<file path="config.mk">
export PLATFORM = sky130hd
export DESIGN_NAME = winnowing_shred_fingerprint
export DESIGN_NICKNAME = d
export VERILOG_FILES = /design/src/design/wsf_pkg.sv /design/src/design/wsf_alu.sv /design/src/design/wsf_history.sv /design/src/design/winnowing_shred_fingerprint.sv
export SDC_FILE = /design/constraint.sdc
export NUM_CORES = 2
export LEC_CHECK = 0
export BUFFER_PORTS_ARGS = -buffer_cell sky130_fd_sc_hd__buf_2
export CAP_MARGIN = 15
export CORE_ASPECT_RATIO = 1.2
export CORE_MARGIN = 5
export CORE_UTILIZATION = 35
export DETAILED_ROUTE_END_ITERATION = 7
export GPL_ROUTABILITY_DRIVEN = 0
export SETUP_SLACK_MARGIN = 0.02
export SLEW_MARGIN = 40
export SYNTH_ARGS = -nofsm -noshare
export SYNTH_HDL_FRONTEND = slang
export SYNTH_HIERARCHICAL = 1
export SYNTH_SLANG_ARGS = --single-unit
</file>
<file path="constraint.sdc">
create_clock -name clk -period 7.9 [get_ports clk]
set_input_delay 0.395 -clock clk [delete_from_list [all_inputs] [get_ports clk]]
set_output_delay 0.395 -clock clk [all_outputs]
set_load 0.02 [all_outputs]
</file>
<file path="src/design/wsf_pkg.sv">
// ----------------------------------------------------------------------------
// wsf_pkg: shared types and constants for the winnowing shred fingerprint
// Sizes, register indexes, sequencer states and the shared unit's op codes.
// ----------------------------------------------------------------------------
`timescale 1ns / 1ps

package wsf_pkg;

	localparam int MAX_SHRED_DEF         = 32;
	localparam int MAX_WINDOW_DEF        = 32;
	localparam int FILTER_INDEX_BITS_DEF = 15;

	localparam int CFG_W     = 6;
	localparam int CFG_IDX_W = 1;
	localparam int BYTE_W    = 8;
	localparam int HASH_W    = 32;
	localparam int POS_W     = 24;
	localparam int INDEX_W   = 15;

	localparam logic [HASH_W-1:0] DJB2_INIT = 32'd5381;
	localparam logic [POS_W-1:0]  POS_MAX   = {POS_W{1'b1}};

	localparam logic [CFG_W-1:0] SHRED_LEN_RST  = 6'd16;
	localparam logic [CFG_W-1:0] WINDOW_LEN_RST = 6'd12;

	localparam logic [CFG_IDX_W-1:0] REG_SHRED_LENGTH  = 1'b0;
	localparam logic [CFG_IDX_W-1:0] REG_WINDOW_LENGTH = 1'b1;

	typedef enum logic [2:0] {
		ST_IDLE,
		ST_HASH,
		ST_PUSH,
		ST_DECIDE,
		ST_SCAN,
		ST_EMIT,
		ST_FIN
	} state_t;

	typedef enum logic {
		ALU_HASH,
		ALU_LE
	} alu_op_t;

	typedef struct packed {
		logic [HASH_W-1:0] sum;
		logic              le;
	} alu_res_t;

endpackage

</file>
<file path="src/design/wsf_alu.sv">
// ----------------------------------------------------------------------------
// wsf_alu: shared hash step and compare unit
// One djb2 step (a*33 + byte) or an unsigned a <= b compare.
// ----------------------------------------------------------------------------
`timescale 1ns / 1ps

module wsf_alu (
	input  wsf_pkg::alu_op_t                 op,
	input  logic [wsf_pkg::HASH_W-1:0]       a,
	input  logic [wsf_pkg::HASH_W-1:0]       b,
	input  logic [wsf_pkg::BYTE_W-1:0]       byte_in,
	output wsf_pkg::alu_res_t                res
);
	import wsf_pkg::*;

	always_comb begin
		res.sum = '0;
		res.le  = 1'b0;
		case (op)
			ALU_HASH: res.sum = (a << 5) + a + HASH_W'(byte_in);
			ALU_LE:   res.le  = (a <= b);
			default:  res.sum = '0;
		endcase
	end

endmodule

</file>
<file path="src/design/wsf_history.sv">
// ----------------------------------------------------------------------------
// wsf_history: recent byte and shred hash shift lines
// Newest entry at index 0, one read port each, clear on end of section.
// ----------------------------------------------------------------------------
`timescale 1ns / 1ps

module wsf_history #(
	parameter int MAX_SHRED  = wsf_pkg::MAX_SHRED_DEF,
	parameter int MAX_WINDOW = wsf_pkg::MAX_WINDOW_DEF,
	localparam int BIW = (MAX_SHRED  > 1) ? $clog2(MAX_SHRED)  : 1,
	localparam int HIW = (MAX_WINDOW > 1) ? $clog2(MAX_WINDOW) : 1
) (
	input  logic                          clk,
	input  logic                          arst_n,
	input  logic                          clr,
	input  logic                          byte_push,
	input  logic [wsf_pkg::BYTE_W-1:0]    byte_in,
	input  logic [BIW-1:0]                byte_idx,
	output logic [wsf_pkg::BYTE_W-1:0]    byte_rd,
	input  logic                          hash_push,
	input  logic [wsf_pkg::HASH_W-1:0]    hash_in,
	input  logic [HIW-1:0]                hash_idx,
	output logic [wsf_pkg::HASH_W-1:0]    hash_rd
);
	import wsf_pkg::*;

	logic [BYTE_W-1:0] bytes_q  [MAX_SHRED];
	logic [HASH_W-1:0] hashes_q [MAX_WINDOW];

	for (genvar i = 0; i < MAX_SHRED; i++) begin : g_byte
		if (i == 0) begin : g_head
			always_ff @(posedge clk or negedge arst_n) begin
				if (!arst_n) begin
					bytes_q[i] <= '0;
				end else if (clr) begin
					bytes_q[i] <= '0;
				end else if (byte_push) begin
					bytes_q[i] <= byte_in;
				end
			end
		end else begin : g_tail
			always_ff @(posedge clk or negedge arst_n) begin
				if (!arst_n) begin
					bytes_q[i] <= '0;
				end else if (clr) begin
					bytes_q[i] <= '0;
				end else if (byte_push) begin
					bytes_q[i] <= bytes_q[i-1];
				end
			end
		end
	end

	for (genvar i = 0; i < MAX_WINDOW; i++) begin : g_hash
		if (i == 0) begin : g_head
			always_ff @(posedge clk or negedge arst_n) begin
				if (!arst_n) begin
					hashes_q[i] <= '0;
				end else if (clr) begin
					hashes_q[i] <= '0;
				end else if (hash_push) begin
					hashes_q[i] <= hash_in;
				end
			end
		end else begin : g_tail
			always_ff @(posedge clk or negedge arst_n) begin
				if (!arst_n) begin
					hashes_q[i] <= '0;
				end else if (clr) begin
					hashes_q[i] <= '0;
				end else if (hash_push) begin
					hashes_q[i] <= hashes_q[i-1];
				end
			end
		end
	end

	assign byte_rd = bytes_q[byte_idx];
	assign hash_rd = hashes_q[hash_idx];

endmodule

</file>
<file path="src/design/winnowing_shred_fingerprint.sv">
// ----------------------------------------------------------------------------
// winnowing_shred_fingerprint: djb2 shred hashing with winnowing selection
// One byte per input transaction. Each byte shifts into the history, then a
// shared hash/compare unit forms the djb2 hash of the newest shred_length
// bytes at one byte a cycle and, when no minimum is held or the held minimum
// has aged out of the window, rescans the window at one hash a cycle. Without
// a rescan, a new minimum is emitted when the new hash is not above the held
// one; otherwise nothing is emitted. While no full shred exists yet the byte
// skips hashing. A result waiting in the output register stalls the sequencer
// only when the next result is ready and out_stall is high. A transaction
// marked last_byte clears all section state once it has been processed.
// ----------------------------------------------------------------------------
`timescale 1ns / 1ps

module winnowing_shred_fingerprint #(
	parameter int MAX_SHRED         = wsf_pkg::MAX_SHRED_DEF,
	parameter int MAX_WINDOW        = wsf_pkg::MAX_WINDOW_DEF,
	parameter int FILTER_INDEX_BITS = wsf_pkg::FILTER_INDEX_BITS_DEF
) (
	input  logic                             clk,
	input  logic                             arst_n,
	input  logic                             cfg_write_en,
	input  logic [wsf_pkg::CFG_IDX_W-1:0]    cfg_index,
	input  logic [wsf_pkg::CFG_W-1:0]        cfg_data,
	input  logic                             in_valid,
	output logic                             in_stall,
	input  logic [wsf_pkg::BYTE_W-1:0]       data_byte,
	input  logic                             last_byte,
	output logic                             out_valid,
	input  logic                             out_stall,
	output logic [wsf_pkg::INDEX_W-1:0]      bit_index,
	output logic [wsf_pkg::HASH_W-1:0]       selected_hash,
	output logic [wsf_pkg::POS_W-1:0]        shred_position
);
	import wsf_pkg::*;

	localparam int LW  = $clog2(MAX_SHRED + 1);
	localparam int WW  = $clog2(MAX_WINDOW + 1);
	localparam int BIW = (MAX_SHRED  > 1) ? $clog2(MAX_SHRED)  : 1;
	localparam int HIW = (MAX_WINDOW > 1) ? $clog2(MAX_WINDOW) : 1;
	localparam int P1W = POS_W + 1;

	localparam logic [CFG_W:0]  SHRED_LIM  = MAX_SHRED[CFG_W:0];
	localparam logic [CFG_W:0]  WINDOW_LIM = MAX_WINDOW[CFG_W:0];
	localparam logic [HASH_W-1:0] FILTER_MASK = (HASH_W'(1) << FILTER_INDEX_BITS) - HASH_W'(1);

	// configuration
	logic [CFG_W-1:0] shred_length_q;
	logic [CFG_W-1:0] window_length_q;

	always_ff @(posedge clk or negedge arst_n) begin
		if (!arst_n) begin
			shred_length_q  <= SHRED_LEN_RST;
			window_length_q <= WINDOW_LEN_RST;
		end else if (cfg_write_en) begin
			unique case (cfg_index)
				REG_SHRED_LENGTH:  shred_length_q  <= cfg_data;
				REG_WINDOW_LENGTH: window_length_q <= cfg_data;
				default:           ;
			endcase
		end
	end

	logic [LW-1:0] len_c;
	logic [WW-1:0] win_c;

	always_comb begin
		if (shred_length_q == '0) begin
			len_c = LW'(1);
		end else if ({1'b0, shred_length_q} > SHRED_LIM) begin
			len_c = LW'(MAX_SHRED);
		end else begin
			len_c = LW'(shred_length_q);
		end
		if (window_length_q == '0) begin
			win_c = WW'(1);
		end else if ({1'b0, window_length_q} > WINDOW_LIM) begin
			win_c = WW'(MAX_WINDOW);
		end else begin
			win_c = WW'(window_length_q);
		end
	end

	// sequencer state and working registers
	state_t            state_q, state_d;
	logic [LW-1:0]     len_q, k_q, k_dec;
	logic [WW-1:0]     win_q, j_q, j_dec, win_dec;
	logic [POS_W-1:0]  pos_q, byte_count_q;
	logic              last_q;
	logic [HASH_W-1:0] h_q, mh_q, cur_hash_q;
	logic [POS_W-1:0]  mp_q, cur_pos_q;
	logic              min_valid_q;

	logic              out_valid_q;
	logic [INDEX_W-1:0] bit_index_q;
	logic [HASH_W-1:0] selected_hash_q;
	logic [POS_W-1:0]  shred_position_q;

	logic              accept;
	logic [P1W-1:0]    acc_p1;
	logic [P1W-1:0]    p1, s_w, s1;
	logic [POS_W-1:0]  s24, first_w;
	logic              window_full, rescan;

	assign accept = in_valid && !in_stall;
	assign acc_p1 = {1'b0, byte_count_q} + P1W'(1);

	assign k_dec   = k_q - LW'(1);
	assign j_dec   = j_q - WW'(1);
	assign win_dec = win_q - WW'(1);

	assign p1          = {1'b0, pos_q} + P1W'(1);
	assign s_w         = p1 - P1W'(len_q);
	assign s24         = s_w[POS_W-1:0];
	assign s1          = {1'b0, s24} + P1W'(1);
	assign window_full = (s1 >= P1W'(win_q));
	assign first_w     = POS_W'(s1 - P1W'(win_q));
	assign rescan      = !min_valid_q || (cur_pos_q < first_w);

	// shared unit and history
	alu_op_t           alu_op;
	logic [HASH_W-1:0] alu_a, alu_b;
	alu_res_t          alu_res;
	logic              hash_push, hist_clr, out_load;
	logic [BIW-1:0]    byte_idx;
	logic [HIW-1:0]    hash_idx;
	logic [BYTE_W-1:0] byte_rd;
	logic [HASH_W-1:0] hash_rd;

	assign byte_idx = k_dec[BIW-1:0];

	wsf_alu u_alu (
		.op      (alu_op),
		.a       (alu_a),
		.b       (alu_b),
		.byte_in (byte_rd),
		.res     (alu_res)
	);

	wsf_history #(
		.MAX_SHRED  (MAX_SHRED),
		.MAX_WINDOW (MAX_WINDOW)
	) u_history (
		.clk       (clk),
		.arst_n    (arst_n),
		.clr       (hist_clr),
		.byte_push (accept),
		.byte_in   (data_byte),
		.byte_idx  (byte_idx),
		.byte_rd   (byte_rd),
		.hash_push (hash_push),
		.hash_in   (h_q),
		.hash_idx  (hash_idx),
		.hash_rd   (hash_rd)
	);

	// next state
	always_comb begin
		state_d = state_q;
		unique case (state_q)
			ST_IDLE: begin
				if (accept) begin
					state_d = (acc_p1 >= P1W'(len_c)) ? ST_HASH : ST_FIN;
				end
			end
			ST_HASH: begin
				if (k_q == LW'(1)) begin
					state_d = ST_PUSH;
				end
			end
			ST_PUSH: state_d = ST_DECIDE;
			ST_DECIDE: begin
				if (!window_full) begin
					state_d = ST_FIN;
				end else if (rescan) begin
					state_d = (win_q == WW'(1)) ? ST_EMIT : ST_SCAN;
				end else if (alu_res.le) begin
					state_d = ST_EMIT;
				end else begin
					state_d = ST_FIN;
				end
			end
			ST_SCAN: begin
				if (j_q == WW'(1)) begin
					state_d = ST_EMIT;
				end
			end
			ST_EMIT: begin
				if (out_load) begin
					state_d = ST_FIN;
				end
			end
			ST_FIN:  state_d = ST_IDLE;
			default: state_d = ST_IDLE;
		endcase
	end

	// sequencer outputs
	always_comb begin
		in_stall  = 1'b1;
		alu_op    = ALU_HASH;
		alu_a     = h_q;
		alu_b     = cur_hash_q;
		hash_push = 1'b0;
		hist_clr  = 1'b0;
		out_load  = 1'b0;
		hash_idx  = j_dec[HIW-1:0];
		unique case (state_q)
			ST_IDLE:  in_stall = 1'b0;
			ST_HASH:  alu_op = ALU_HASH;
			ST_PUSH:  hash_push = 1'b1;
			ST_DECIDE: begin
				alu_op   = ALU_LE;
				hash_idx = win_dec[HIW-1:0];
			end
			ST_SCAN: begin
				alu_op = ALU_LE;
				alu_a  = hash_rd;
				alu_b  = mh_q;
			end
			ST_EMIT:  out_load = !out_valid_q || !out_stall;
			ST_FIN:   hist_clr = last_q;
			default:  in_stall = 1'b1;
		endcase
	end

	// control registers
	always_ff @(posedge clk or negedge arst_n) begin
		if (!arst_n) begin
			state_q      <= ST_IDLE;
			byte_count_q <= '0;
			min_valid_q  <= 1'b0;
			out_valid_q  <= 1'b0;
		end else begin
			state_q <= state_d;
			if (accept && (byte_count_q != POS_MAX)) begin
				byte_count_q <= byte_count_q + POS_W'(1);
			end
			if (out_load) begin
				out_valid_q <= 1'b1;
				min_valid_q <= 1'b1;
			end else if (!out_stall) begin
				out_valid_q <= 1'b0;
			end
			if (hist_clr) begin
				byte_count_q <= '0;
				min_valid_q  <= 1'b0;
			end
		end
	end

	// working registers
	always_ff @(posedge clk) begin
		if (accept) begin
			pos_q  <= byte_count_q;
			len_q  <= len_c;
			win_q  <= win_c;
			last_q <= last_byte;
			k_q    <= len_c;
			h_q    <= DJB2_INIT;
		end
		if (state_q == ST_HASH) begin
			h_q <= alu_res.sum;
			k_q <= k_dec;
		end
		if (state_q == ST_DECIDE) begin
			if (rescan) begin
				mh_q <= hash_rd;
				mp_q <= first_w;
				j_q  <= win_dec;
			end else begin
				mh_q <= h_q;
				mp_q <= s24;
			end
		end
		if (state_q == ST_SCAN) begin
			if (alu_res.le) begin
				mh_q <= hash_rd;
				mp_q <= s24 - POS_W'(j_dec);
			end
			j_q <= j_dec;
		end
		if (out_load) begin
			cur_hash_q       <= mh_q;
			cur_pos_q        <= mp_q;
			bit_index_q      <= mh_q[INDEX_W-1:0] & FILTER_MASK[INDEX_W-1:0];
			selected_hash_q  <= mh_q;
			shred_position_q <= mp_q;
		end
	end

	assign out_valid      = out_valid_q;
	assign bit_index      = bit_index_q;
	assign selected_hash  = selected_hash_q;
	assign shred_position = shred_position_q;

	// checks
	a_out_from_emit: assert property (@(posedge clk) disable iff (!arst_n)
		$rose(out_valid) |-> $past(state_q == ST_EMIT))
		else $error("result raised outside emit");

	a_hash_count: assert property (@(posedge clk) disable iff (!arst_n)
		state_q == ST_HASH |-> k_q != '0)
		else $error("hash step counter underflow");

	a_section_clear: assert property (@(posedge clk) disable iff (!arst_n)
		(state_q == ST_FIN && last_q) |=> (byte_count_q == '0 && !min_valid_q))
		else $error("section state not cleared");

	a_min_age: assert property (@(posedge clk) disable iff (!arst_n)
		min_valid_q |-> cur_pos_q <= byte_count_q)
		else $error("held minimum beyond byte count");

endmodule
</file>
==> impl_results.md <==
- Outcome: completed
- Synth async-reset ratio: 0.8725
- Worst-path clk slew: 0.06 ns
- CTS sink cnt: between 1.5k and 2k
- DR WL/cell: 18.25 um
- Via count: around 54k
- Reg-to-reg startpoint: len_q[1]
- Initial antenna violation count: 6
- CP startpoint: len_q[1]
- Nets@finish: 7524
- Bufs on Longest Clock Path: 3
- Crit path max fanout: 31
- Count of final hold-check violations: 0
- Ranking of synthesized cells by area: dfrtp_1 42%, mux2i_1 23%, nor2_1 6.8%
- Main synth FF type: dfrtp_1
- Critical path's slowest cell: a211oi_4
- Die H: 530.5 um
- CTS tree: built
- Buffers on Ports: 93
- P&R area growth vs syn: 12.82%
- Overflow after GRT: 0
- Post-Syn Area: 79020 um^2
- Reg2reg setup slack: 0.44 ns
- Leak: a little over 0.04 uW
- EDFF count, synth: 137
- Initial Utilization: 0.3510
- P per Cell Area: about 430 nW/um^2
- Fin Clk Skew: about 0.038 ns
- Yosys top cell by area: dfrtp_1
- Total wire length: approximately 190000 um
- Worst hold start: cfg_index
- Core ar.: roughly 230000 um^2
- First-pass GRT wire length: 308700 um
- FF+latch count, synth: 1514
- Layout Utilization: 0.3960
- Chip Width: 443.8 um
- Initial DRC count: around 4.2k
- Critical Setup Path Class: flop to flop
- CP Buf/Inv Count: 2
- Clk Tree Root Cell: clkbuf_16
- Clk_lat worst skew: 0.82 ns
- Final Cycle Share: 0.9443
- Relative slew slack: 0.4347
- Slew @ Worst Pin: 0.8480 ns
- Largest net degree at the start of global routing: ~150
- Pre-antenna DRT Iters: 7
- Crit path DAT: around 8 ns
- Global-route usage over all layers: 0.1586
- Yosys top cell area share: 0.4174
- Sequential-to-total area share from yosys stat: 0.4846
- Fin Hold WS: 0.07829 ns
- CP max stage delay: 0.51 ns
- Minimum clock period: 7.460 ns
- Yosys warnings: 6
- Fmax: roughly 0.13 GHz
- CP top delay family: compound AO/OA/AOI/OAI gates
- Most frequent cells in the layout: 1805 x mux2i_1, 1420 x nor2_1, 1318 x dfrtp_1, 405 x nand2_1, 260 x a21oi_1
- Distinct cell type count after synthesis: 93
- Slew Limit Fails: 0
- Met1 Use GR: 0.2105
- Dpl hpwl: approximately 120000 um
- Remaining DRCs: 0
- Grt peak-use layer: met2
- Maximum VDD drop: approximately 0.00050 V
- Synthesized area per cell: 10.62 um^2
- Syn_nets: 7633
- # IOs: 94
- Die ar.: ~240000 um^2
- Worst path most repeated cell: a21o_1
- MaxCap Viol Count: 0
- Met2 usage: 0.2656
- Vias in the first global route: 55.08k
- Element type at the critical path start: flop
- Setup Viol. Count Final: 0
- Synthesized instance count: 7438
- DR vias/cell: about 5.2
- Layout cell share with drive strength beyond 1: 0.09154
- Critical Path RT: between 8 and 9 ns
- Crit end category: flop
- Grt met3 use: 0.02389
- Htree depth: 4
- Total power: between 30000 and 40000 uW
- Placement Rows: 191
- ANT nets after route: 0
- Hold Crit Class: input pin to flop
- Total CTS buffers: 168
- Commonest non-fill, non-tap cell in the layout: mux2i_1
-- metal layers --
layer | part of all wire | vias up
met3 | 0.034 | 321
met5 | 0.00018 | -
met2 | 0.48 | 829
met4 | 0.035 | 6
li1 | - | 25870
met1 | 0.45 | 27470
-- stage by stage --
stage               TNS (ns)  cell area (um^2)  std cells  setup WS (ns)
finish                     0             89160      10470         0.4397
global route        -0.03435             89160      10470       -0.02330
CTS                        0             89040      10460         0.3270
detailed placement         0             83060      10130         0.3902
global placement           0             82640      10120         0.4874
floorplan                  0             79020       7438          1.135
-- cell usage after synthesis (17+ instances only) --
library cell  count
clkbuf_1        306
dfxtp_1          56
a31oi_1          54
nand4_1          30
nor2_1         1425
buf_4            21
ha_1            167
xor2_1           41
inv_1           101
dfrtp_1        1318
xnor2_1          79
a22o_1           66
buf_1           123
and2_1           45
mux2_2           25
nand2b_1         19
nor3_1           68
a22oi_1         104
nand3_1         145
nor4_1           17
o21ai_0         122
o22ai_1          37
edfxtp_1        137
a21o_1           37
nand2_1         410
nor2b_1          26
mux4_2           80
a21oi_1         261
mux2i_1        1806
buf_2            88
and3_1           25
-- area by class of cell --
| class | instances | area, um^2 |
|---|---|---|
| antenna | 2 | 5.005 |
| clock buffer | 253 | 5040 |
| clock inverter | 60 | 762.0 |
| fill | 21840 | 136000 |
| inverter | 101 | 404.1 |
| multi-input combinational | 5282 | 38330 |
| sequential | 1514 | 38300 |
| tap | 2991 | 3742 |
| timing repair buffer | 262 | 2575 |
-- state kept, by name (all words and copies together), names as in the netlist --
| name | cells |
|---|---|
| min_valid_q | 1 |
| u_history/hashes_q | 1024 |
| k_q | 6 |
| len_q | 6 |
| h_q | 32 |
| state_q | 3 |
| byte_count_q | 24 |
| win_q | 6 |
| u_history/bytes_q | 256 |
| bit_index | 14 |
| window_length_q | 6 |
| pos_q | 24 |
| j_q | 6 |
| selected_hash | 18 |
| out_valid | 1 |
| mp_q | 24 |
| last_q | 1 |
| shred_position | 24 |
| shred_length_q | 6 |
| mh_q | 32 |
-- cell families (layout without fill, tap and decap cells) --
group | Yosys count | in the layout | synth area share
compound gates | 794 | 794 | 0.06458
xor+xnor | 121 | 121 | 0.01351
fa+ha+maj | 174 | 174 | 0.02821
buf+inv | 642 | 676 | 0.03317
flops | 1514 | 1514 | 0.4846
mux | 1912 | 1912 | 0.2553
other cells | 0 | 2 | 0
simple gates | 2281 | 2281 | 0.1207
-- worst min-delay path: cells and delay by family --
family	cells	cell delay (ns)
buffers and inverters	1	0.13
and+or+nand+nor	2	0.22
AOI/OAI and AO/OA	1	0.07
-- path summary, 6_finish.rpt --
check                                                to  depth (start not counted)
worst max-delay path                           mp_q[17]                         29
worst min-delay path                  shred_length_q[5]                          4
worst max register to register                 mp_q[17]                         29
worst min register to register        shred_position[1]                          0
max in group asynchronous       u_history/hashes_q[926]                          5
min in group asynchronous              byte_count_q[15]                          2
-- report_power, final --
part           switching, uW  internal, uW  leakage, uW
sequential              1070          9190       0.0200
combinational          12200          8030       0.0183
clock                   3270          4830      0.00286
-- timing repair --
| item | in CTS | in global routing |
|---|---|---|
| resized for setup | 0 | 7 |
| hold buffers | 18 | 0 |
| endpoints found under the setup margin | 0 | 63 |
| buffers inserted | 0 | 2 |
| hold endpoints to repair | 276 | 0 |
No activity file was read; power rests on OpenSTA's default activity.
